<file path="src/hdl/cic_pkg.sv">
package cic_pkg;

   localparam int POS_W      = 32;
   localparam int CPL_W      = 32;
   localparam int FRAC_W     = 12;
   localparam int WGT_W      = 13;
   localparam int WXY_W      = 25;
   localparam int INC_W      = 17;
   localparam int INC_LSB    = 20;
   localparam int MUL_A_W    = 33;
   localparam int MUL_B_W    = 32;
   localparam int PROD_W     = 65;
   localparam int WEIGHT_W   = 32;
   localparam int INDEX_W    = 15;
   localparam int STEP_W     = 5;
   localparam int CSR_ADDR_W = 3;
   localparam int CSR_DATA_W = 32;

   localparam logic [CPL_W-1:0]  CPL_RESET = 32'd65536;
   localparam logic [WGT_W-1:0]  FRAC_ONE  = 13'd4096;

   localparam logic ACT_DEPOSIT = 1'b0;
   localparam logic ACT_READ    = 1'b1;

   // register index is paddr[2]
   localparam logic CSR_IDX_CPL = 1'b0;

   typedef logic [1:0] axis_type;
   localparam axis_type AXIS_X = 2'd0;
   localparam axis_type AXIS_Y = 2'd1;
   localparam axis_type AXIS_Z = 2'd2;

   typedef logic [STEP_W-1:0] step_type;
   localparam step_type STEP_IDLE = 5'd0;
   localparam step_type STEP_RD   = 5'd21;

   typedef enum logic [1:0] {
      SEQ_IDLE,
      SEQ_NEXT,
      SEQ_FINISH
   } seq_op_type;

   typedef enum logic [2:0] {
      MUL_NONE,
      MUL_SCALE,
      MUL_RECIP,
      MUL_PAIR,
      MUL_CORNER
   } mul_op_type;

   typedef struct packed {
      seq_op_type seq;
      step_type   target;
      mul_op_type mul;
      axis_type   axis;
      logic [2:0] corner;
      logic       mem_rd;
   } ctrl_word_type;

   typedef struct packed {
      logic clear_busy;
      logic req_valid;
      logic req_read;
      logic rsp_need;
      logic rsp_free;
   } seq_status_type;

   typedef struct packed {
      logic               action;
      logic [POS_W-1:0]   pos_x;
      logic [POS_W-1:0]   pos_y;
      logic [POS_W-1:0]   pos_z;
      logic               last_particle;
      logic [INDEX_W-1:0] cell_index;
   } cic_req_type;

   typedef struct packed {
      logic [WEIGHT_W-1:0] cell_weight;
      logic                batch_done;
   } cic_rsp_type;

endpackage

</file>
<file path="src/hdl/cic_sequencer.sv">
module cic_sequencer (
   input  logic                   clock,
   input  logic                   reset,
   input  cic_pkg::seq_status_type status,
   output cic_pkg::ctrl_word_type ucw,
   output logic                   req_ready,
   output logic                   rsp_load
);
   import cic_pkg::*;

   step_type step_ff;
   step_type step_in;

   // control store: three scalings, three modulo reductions, four weight pairs,
   // eight corner products, then drain and finish (reads: memory read, finish)
   function automatic ctrl_word_type ucode_rom(input step_type step);
      ctrl_word_type w;
      w.seq    = SEQ_NEXT;
      w.target = STEP_IDLE;
      w.mul    = MUL_NONE;
      w.axis   = AXIS_X;
      w.corner = 3'd0;
      w.mem_rd = 1'b0;
      case (step)
         5'd0: begin
            w.seq    = SEQ_IDLE;
            w.target = STEP_RD;
         end
         5'd1: begin
            w.mul  = MUL_SCALE;
            w.axis = AXIS_X;
         end
         5'd2: begin
            w.mul  = MUL_SCALE;
            w.axis = AXIS_Y;
         end
         5'd3: begin
            w.mul  = MUL_SCALE;
            w.axis = AXIS_Z;
         end
         5'd4: begin
            w.mul  = MUL_RECIP;
            w.axis = AXIS_X;
         end
         5'd5: begin
            w.mul  = MUL_RECIP;
            w.axis = AXIS_Y;
         end
         5'd6: begin
            w.mul  = MUL_RECIP;
            w.axis = AXIS_Z;
         end
         5'd7: begin
            w.mul    = MUL_PAIR;
            w.corner = 3'd0;
         end
         5'd8: begin
            w.mul    = MUL_PAIR;
            w.corner = 3'd1;
         end
         5'd9: begin
            w.mul    = MUL_PAIR;
            w.corner = 3'd2;
         end
         5'd10: begin
            w.mul    = MUL_PAIR;
            w.corner = 3'd3;
         end
         5'd11: begin
            w.mul    = MUL_CORNER;
            w.corner = 3'd0;
         end
         5'd12: begin
            w.mul    = MUL_CORNER;
            w.corner = 3'd1;
         end
         5'd13: begin
            w.mul    = MUL_CORNER;
            w.corner = 3'd2;
         end
         5'd14: begin
            w.mul    = MUL_CORNER;
            w.corner = 3'd3;
         end
         5'd15: begin
            w.mul    = MUL_CORNER;
            w.corner = 3'd4;
         end
         5'd16: begin
            w.mul    = MUL_CORNER;
            w.corner = 3'd5;
         end
         5'd17: begin
            w.mul    = MUL_CORNER;
            w.corner = 3'd6;
         end
         5'd18: begin
            w.mul    = MUL_CORNER;
            w.corner = 3'd7;
         end
         5'd19: begin
            w.seq = SEQ_NEXT;
         end
         5'd20: begin
            w.seq    = SEQ_FINISH;
            w.target = STEP_IDLE;
         end
         5'd21: begin
            w.mem_rd = 1'b1;
         end
         5'd22: begin
            w.seq    = SEQ_FINISH;
            w.target = STEP_IDLE;
         end
         default: begin
            w.seq    = SEQ_FINISH;
            w.target = STEP_IDLE;
         end
      endcase
      return w;
   endfunction

   assign ucw = ucode_rom(step_ff);

   always_comb begin
      step_in = step_ff;
      case (ucw.seq)
         SEQ_IDLE: begin
            if (!status.clear_busy && status.req_valid) begin
               step_in = status.req_read ? ucw.target : step_ff + STEP_W'(1);
            end
         end
         SEQ_NEXT: begin
            step_in = step_ff + STEP_W'(1);
         end
         SEQ_FINISH: begin
            if (!status.rsp_need || status.rsp_free) begin
               step_in = ucw.target;
            end
         end
         default: begin
            step_in = STEP_IDLE;
         end
      endcase
   end

   always_comb begin
      req_ready = (ucw.seq == SEQ_IDLE) && !status.clear_busy;
      rsp_load  = (ucw.seq == SEQ_FINISH) && status.rsp_need && status.rsp_free;
   end

   always_ff @(posedge clock) begin
      if (reset) begin
         step_ff <= STEP_IDLE;
      end else begin
         step_ff <= step_in;
      end
   end

endmodule

</file>
<file path="config.mk">
export PLATFORM = sky130hd
export DESIGN_NAME = cic_sequencer
export DESIGN_NICKNAME = d
export VERILOG_FILES = /design/src/hdl/cic_pkg.sv /design/src/hdl/cic_sequencer.sv
export SDC_FILE = /design/constraint.sdc
export NUM_CORES = 1
export LEC_CHECK = 0
export ABC_AREA = 1
export BUFFER_PORTS_ARGS = -buffer_cell sky130_fd_sc_hd__buf_2
export CAP_MARGIN = 20
export CELL_PAD_IN_SITES_DETAIL_PLACEMENT = 2
export CELL_PAD_IN_SITES_GLOBAL_PLACEMENT = 2
export CORE_ASPECT_RATIO = 0.8
export CORE_MARGIN = 1
export CORE_UTILIZATION = 26
export DETAILED_ROUTE_END_ITERATION = 10
export GPL_ROUTABILITY_DRIVEN = 1
export PLACE_DENSITY_LB_ADDON = 0.1
export SLEW_MARGIN = 20
export SYNTH_ARGS = -nofsm -noshare
export SYNTH_HDL_FRONTEND = slang
export SYNTH_SLANG_ARGS = --single-unit
</file>
<file path="constraint.sdc">
create_clock -name clock -period 2.04 [get_ports clock]
set_input_delay 0.408 -clock clock [delete_from_list [all_inputs] [get_ports clock]]
set_output_delay 0.408 -clock clock [all_outputs]
set_load 0.02 [all_outputs]
</file>
==> results of run 1 <==
[cell families after synthesis]
group / share of synthesized area [%]
flops: 12.7
buf+inv: 16.0
simple gates: 54.1
compound gates: 8.23
fa+ha+maj: 6.33
xor+xnor: 2.22
other cells: 0.474
[stage by stage]
stage	setup WS (ps)	area (sq um)	hold WS, ps	TNS, ps
4_1_cts	-210	1360	526	-1150
3_5_place_dp	-104	1110	646	-302
3_3_place_gp	-84.5	1110	570	-173
2_1_floorplan	10.6	841	556	0
[what timing repair did]
item                                    CTS
gates resized for setup                  38
endpoints found under the setup margin   11
endpoints found under the hold margin     0
buffers inserted                         10
hold buffers                              0
pin swaps                                10
==> impl_metrics.ini, run 1 <==
[floorplan]
num_io_pins = 25
die-height_microns = 51.3
starting_density_pct = 28.0
core.rowCount = 17
floorplan.die.width_microns = 63.7

[logic_synthesis]
synth.top_cells.by_count = nand2_1 (26), inv_1 (14), nor2_1 (14)
synth_cell_types = 30
yosys_most_used_dff = dfxtp_1
yosys.area.top_type = dfxtp_1
most_repeated_cell_in_the_gate_level_netlist_after_synthesis = nand2_1
netlist_area_before_placement_sq_um = 791
syn-mean-instance-area_sq_um = 6.54
syn_inst = 121
yosys_register_bits = 5
edff_count_synth = 0
yosysWarningCount = 0
synth-async-reset-ratio_pct = 0
yosysTopAreaCellShare_pct = 12.7
yosys-top-cells-area = dfxtp_1 (13%), nand2_1 (12%), inv_1 (6.6%)
seq_area_frac_synth_pct = 12.7

[outcome]
run_status = aborted with a tool error
outcome.stop_stage = global routing (5_1_grt)
tool.error = [ERROR DPL-0033] detailed placement checks failed during check placement.

[placement]
place_inst = 196
finalWeightedCongestion = 0.777
detailedPlacementHpwl_mm = 2.52
io_buffers = 22

[clocking]
cts_sinks = 5
max-clock-path-buffers = 2
maximum_level_of_the_cts_h_tree = 1
root_buffer = clkbuf_8
numCtsBuffers = 3

[sta]
grt_worst_setup_endpoint = rsp_load
worst_path_end_type = top-level output

[global_route]
antenna_found_initial = 0
pin_count_of_the_biggest_net_entering_global_routing = 8
==> run 2: changes to the inputs <==
--- a/config.mk
+++ b/config.mk
@@ -8,14 +8,11 @@
 export ABC_AREA = 1
 export BUFFER_PORTS_ARGS = -buffer_cell sky130_fd_sc_hd__buf_2
 export CAP_MARGIN = 20
-export CELL_PAD_IN_SITES_DETAIL_PLACEMENT = 2
-export CELL_PAD_IN_SITES_GLOBAL_PLACEMENT = 2
-export CORE_ASPECT_RATIO = 0.8
-export CORE_MARGIN = 1
-export CORE_UTILIZATION = 26
+export CORE_AREA = 2 2 63 65
 export DETAILED_ROUTE_END_ITERATION = 10
+export DIE_AREA = 0 0 65 67
 export GPL_ROUTABILITY_DRIVEN = 1
-export PLACE_DENSITY_LB_ADDON = 0.1
+export PLACE_DENSITY_LB_ADDON = 0.15
 export SLEW_MARGIN = 20
 export SYNTH_ARGS = -nofsm -noshare
 export SYNTH_HDL_FRONTEND = slang
==> run 2 against run 1 <==
Against the previous run: the flow now finishes, with violations (setup timing); synthesized cell count did not move; area after synthesis did not move.
==> impl_metrics.ini, run 2 <==
[outcome]
run_status = finished with violations
failed_checks = setup timing

[detailed_routing]
vias_per_cell = 4.02
drt_pre_antenna_iters = 4
wl_mm = 2.29
antenna_left = 0
drc_violations_left = 0
avgRoutedWirePerCell_microns = 10.4
num_vias = 889
detailedRoute.firstIterationViolations = 27

[logic_synthesis]
synth-async-reset-ratio_pct = 0
synth.top_cells.by_count = nand2_1 (26), inv_1 (14), nor2_1 (14)
edff_count_synth = 0
yosys_most_used_dff = dfxtp_1
netlist_area_before_placement_sq_um = 791
most_repeated_cell_in_the_gate_level_netlist_after_synthesis = nand2_1
yosys_register_bits = 5
syn-mean-instance-area_sq_um = 6.54
synth_cell_types = 30
yosys-top-cells-area = dfxtp_1 (13%), nand2_1 (12%), inv_1 (6.6%)
yosys.area.top_type = dfxtp_1
syn_inst = 121
seq_area_frac_synth_pct = 12.7
yosysTopAreaCellShare_pct = 12.7
yosysWarningCount = 0

[clocking]
maximum_level_of_the_cts_h_tree = 1
clk-insertion-delay-late_ps = 220
root_buffer = clkbuf_8
cts_tree = yes
max-clock-path-buffers = 2
numCtsBuffers = 3
cts_sinks = 5
clk_pin_slew_worst_paths_ps = 30

[pwr]
power_per_cell_area_nw_per_um2 = 2120
power.ir.vdd_worst_v = 0.000824
power.leakage_uw = 0.000710

[worst_setup_path]
critPathTopFamily = simple AND/OR/NAND/NOR gates
critical_path.cell_chain = inv_6 -> ha_4 -> inv_2 -> nand2_4 -> nand3_2 -> nand3_2 -> nor2_4 -> nand3b_1 -> nor3b_4 -> buf_6
cp.required_ps = 1630
end_kind = output pin
cp_common_cell = nand3_2
worst-path-buf-inv = 3
critical_path.startpoint_type = flop
critical_path.max_stage_delay_ps = 390
timing.critical_path.slowest_stage_cell = dfxtp_4
crit_path_max_fanout = 4
timing_worst_setup_path_type = reg -> out
critPathArrivalTime_ps = 1830

[placement]
io_buffers = 22
placement.cell_area_sq_um = 1130
finalWeightedCongestion = 0.788
dp_slack_ps = -53.7
detailedPlacementHpwl_mm = 1.74

[global_route]
grt_overflow = 0
pin_count_of_the_biggest_net_entering_global_routing = 7
grt_use_total_pct = 11.1
grt_pass1_wl_mm = 3.75
number_of_global_route_vias_before_repair = 874
antenna_found_initial = 0

[floorplan]
die-height_microns = 67
num_io_pins = 25
starting_density_pct = 21.9
core_region_area_sq_um = 3610
core.rowCount = 22
die_area_sq_um = 4360
floorplan.die.width_microns = 65

[sta]
final-max-slew-violation-count = 0
timing.final.ws_setup_ps = -198
fin_worst_hold_slack_ps = 469
fin_worst_skew_ps = 1.37
fmax_mhz = 447
finalSetupViolCount = 4
grt_setup_unrepaired = true
timing_hold_violations_final = 0
period_share_pct = 110
finalCriticalPeriod_ps = 2240

[layout]
insertedDiodeCount = 0
layout_commonest_cell = buf_4
finalInstanceArea_sq_um = 1400
most-common-layout-cells = buf_4 (31), nand2_1 (20), buf_2 (17), nor2_1 (12)
largest_register_ffs = 5
top_register = step_ff
largestRegisters = step_ff x5
share_of_post_route_cells_with_drive_strength_above_1_pct = 63.6
nets = 185
flow.area_growth_from_synthesis_pct = 76.7

[flow_run]
max-cap-violations = 0

[hold_path]
hp-class = in -> reg
-- run 2: cell counts after synthesis --
Identical to the previous run, type by type.
-- run 2: logic make-up after synthesis --
family	share of synthesized area (%)
other	0.474
adders and majority gates	6.33
and+or+nand+nor	54.1
DFF	12.7
buffers and inverters	16.0
xor gates and xnor gates	2.22
AOI/OAI and AO/OA	8.23
-- run 2: layout make-up --
cell class	count	area (sq um)
Clock buffer	4	45.0
Fill cell	399	2210
Inverter	19	83.8
Multi-Input combinational cell	92	716
Sequential cell	5	110
Tap cell	48	60.1
Timing Repair Buffer	53	383
-- run 2: routing by layer --
metal | track usage [%] | up-vias | wire [microns]
met4 | 6.38 | 0 | 48
met2 | 19.8 | 16 | 1190
met3 | 1.35 | 5 | 89
met5 | 0 | - | 0
met1 | 12.6 | 392 | 964
li1 | - | 476 | -
-- run 2: final timing paths --
path,cells past startpoint,start,slack (ps),to
setup / recovery,10,step_ff[1]$_SDFFE_PP0P_,-200,rsp_load
hold / removal,4,reset,470,step_ff[0]$_SDFFE_PP0P_
setup reg to reg,15,step_ff[1]$_SDFFE_PP0P_,40,step_ff[0]$_SDFFE_PP0P_
hold reg to reg,3,step_ff[4]$_SDFFE_PP0P_,670,step_ff[4]$_SDFFE_PP0P_
-- run 2: tightest hold or removal path, cell delays in order --
cell and delay, ps:
buf_2 70, inv_1 70, nand2_1 70, nor2_1 30
-- run 2: where the power goes --
part	switching (uW)	internal [uW]	total (uW)
sequential	77.7	150	228
clock	51.0	134	185
combinational	1380	1170	2550
-- run 2: repair_timing --
item | CTS | global route
resized for setup | 21 | 24
endpoints found under the setup margin | 8 | 14
hold buffers | 0 | 0
setup buffers | 7 | 4
pin swaps | 8 | 11
-- run 2: metrics by stage --
stage,power [uW],TNS [ps],cells,utilization [%]
global route,3210,-1330,221,38.8
detailed placement,2330,-53.7,207,31.3
floorplan,1620,0,122,-
CTS,2730,-547,218,35.8
global placement,2340,-54.3,207,31.3
finish,2970,-457,221,38.8
No activity file was read; power rests on OpenSTA's default activity.
==> run 3: changes to the inputs <==
==> constraint.sdc (replaced) <==
create_clock -name clock -period 2.04 [get_ports clock]
set_input_delay 0.204 -clock clock [delete_from_list [all_inputs] [get_ports clock]]
set_output_delay 0.204 -clock clock [all_outputs]
set_load 0.02 [all_outputs]
==> run 3 against run 2 <==
Against the previous run: the flow now finishes without violations; design area is 15% lower; final cell count shrank 9.0%; critical path depth unchanged; via count down 5.8%; clock power down 2%; power is 19% lower; wire length decreased by 5.8%; sequential power rose by 5%; combinational power is 22% lower; core utilization fell by 5.9 points; non-clock buffer count decreased by 20; register-to-register slack improved by 110 ps.
==> impl_metrics.ini, run 3 (synthesized netlist as in run 2, its figures left out) <==
[detailed_routing]
vias_per_cell = 4.16
drc_violations_left = 0
wl_mm = 2.16
antenna_left = 0
avgRoutedWirePerCell_microns = 10.7
drt_pre_antenna_iters = 4
detailedRoute.firstIterationViolations = 31
num_vias = 837

[pwr]
p_sw_uw = 1360
p_sw_share_pct = 56.2
power_per_cell_area_nw_per_um2 = 2040
power.share.sequential_pct = 9.9
clk_pwr_share_pct = 7.5
power.ir.vdd_worst_v = 0.000567
internal_power_of_the_cells_uw = 1060
share_comb_of_total_power_pct = 82.6
power.leakage_uw = 0.000619

[worst_setup_path]
critPathArrivalTime_ps = 1790
timing.critical_path.slowest_stage_cell = dfxtp_4
worst-path-buf-inv = 3
timing_worst_setup_path_type = reg -> out
cp.required_ps = 1840
critical_path.startpoint_type = flop
crit_path_max_fanout = 4
critPathTopFamily = simple AND/OR/NAND/NOR gates
critical_path.max_stage_delay_ps = 390
critical_path.cell_chain = inv_4 -> ha_4 -> inv_2 -> nand2_4 -> nand3_2 -> nand3_4 -> nor2_4 -> nand3b_1 -> nor3b_2 -> buf_4
end_kind = output pin

[layout]
most-common-layout-cells = nand2_1 (21), buf_2 (20), buf_4 (13), nor2_1 (12), inv_1 (9)
insertedDiodeCount = 0
share_of_post_route_cells_with_drive_strength_above_1_pct = 56.2
largestRegisters = step_ff x5
flow.area_growth_from_synthesis_pct = 49.7
nets = 165
top_register = step_ff
finalInstanceArea_sq_um = 1180
largest_register_ffs = 5
final_util_pct = 32.8
layout_commonest_cell = nand2_1

[clocking]
cts_sinks = 5
maximum_level_of_the_cts_h_tree = 1
max-clock-path-buffers = 2
clk_pin_slew_worst_paths_ps = 40
root_buffer = clkbuf_8
clk-insertion-delay-late_ps = 220
numCtsBuffers = 3
cts_tree = yes

[sta]
finalCriticalPeriod_ps = 1990
fin_worst_hold_slack_ps = 268
fin_worst_skew_ps = 3.58
fmax_mhz = 502
timing_hold_violations_final = 0
grt_setup_unrepaired = true
period_share_pct = 97.6
finalSetupViolCount = 0
final-max-slew-violation-count = 0

[floorplan]
die-height_microns = 67
starting_density_pct = 21.9
num_io_pins = 25
core_region_area_sq_um = 3610
floorplan.die.width_microns = 65
die_area_sq_um = 4360
core.rowCount = 22

[outcome]
run_status = finished clean

[placement]
io_buffers = 22
placement.cell_area_sq_um = 953
detailedPlacementHpwl_mm = 1.70
finalWeightedCongestion = 0.852

[global_route]
pin_count_of_the_biggest_net_entering_global_routing = 9
grt_overflow = 0
grt_use_total_pct = 9.92
antenna_found_initial = 0
grt_pass1_wl_mm = 3.44
number_of_global_route_vias_before_repair = 799

[hold_path]
hp-class = in -> reg

[flow_run]
max-cap-violations = 0
-- run 3: cell count changes in the layout (fill, tap and decap cells not counted), moves of 2 or more --
cell	delta
nand2_2	-3
buf_2	+3
buf_4	-18
nand2_4	+2
nand3_4	-2
buf_6	-4
-- run 3: worst reg2reg max path, stage by stage, from the launching register on --
cell and delay (ps):
dfxtp_4 390, inv_4 70, ha_4 170, inv_2 60
nand2_4 60, nand3_2 70, nand3_2 90, nor2_4 170
buf_4 130, buf_4 100, nand4_2 170, nand2_4 150
nand2_1 60, nand2_1 50, nor2_1 30
-- run 3: power groups by stage --
stage / combinational (uW) / clock (uW) / sequential (uW)
floorplan: 1390 / 0 / 170
global placement: 1750 / 0 / 207
detailed placement: 1720 / 0 / 205
CTS: 1860 / 187 / 210
global route: 2180 / 195 / 247
finish: 2000 / 181 / 239
-- run 3: worst paths after layout --
kind | start | to | slack [ps] | cells after the start
worst min register to register | step_ff[2]$_SDFFE_PP0P_ | step_ff[2]$_SDFFE_PP0P_ | 600 | 2
worst max register to register | step_ff[1]$_SDFFE_PP0P_ | step_ff[1]$_SDFFE_PP0P_ | 150 | 14
worst min-delay path | reset | step_ff[0]$_SDFFE_PP0P_ | 270 | 4
worst max-delay path | step_ff[1]$_SDFFE_PP0P_ | rsp_load | 50 | 10
-- run 3: routing by layer --
metal	part of all wire (%)	GRT usage (%)	wire, microns	vias to the layer above
met5	0	0	0	-
met4	0	3.19	0	0
met3	2.6	1.18	57	0
met2	53	18.7	1140	18
met1	44	11.5	953	379
li1	-	-	-	440
-- run 3: layout make-up --
type                    count  area, sq um
flip-flops and latches      5          110
repair buffers             33          198
clock buffers               4         45.0
fillers                   408         2420
well taps                  48         60.1
multi-input cells          92          689
inverters                  19         81.3
-- run 3: per-stage QoR --
step | power, uW | instances | setup slack (ps) | setup TNS [ps]
2_1_floorplan | 1560 | 122 | 41.4 | 0
3_3_place_gp | 1950 | 190 | 25.9 | 0
3_5_place_dp | 1930 | 190 | 8.76 | 0
4_1_cts | 2250 | 198 | 0.670 | 0
5_1_grt | 2620 | 201 | -51.0 | -57.8
6_report | 2420 | 201 | 48.1 | 0
-- run 3: what timing repair did --
action | CTS | global route
hold buffers | 0 | 0
resized for setup | 9 | 30
endpoints found under the setup margin | 4 | 9
setup buffers | 4 | 3
pin swaps | 3 | 15
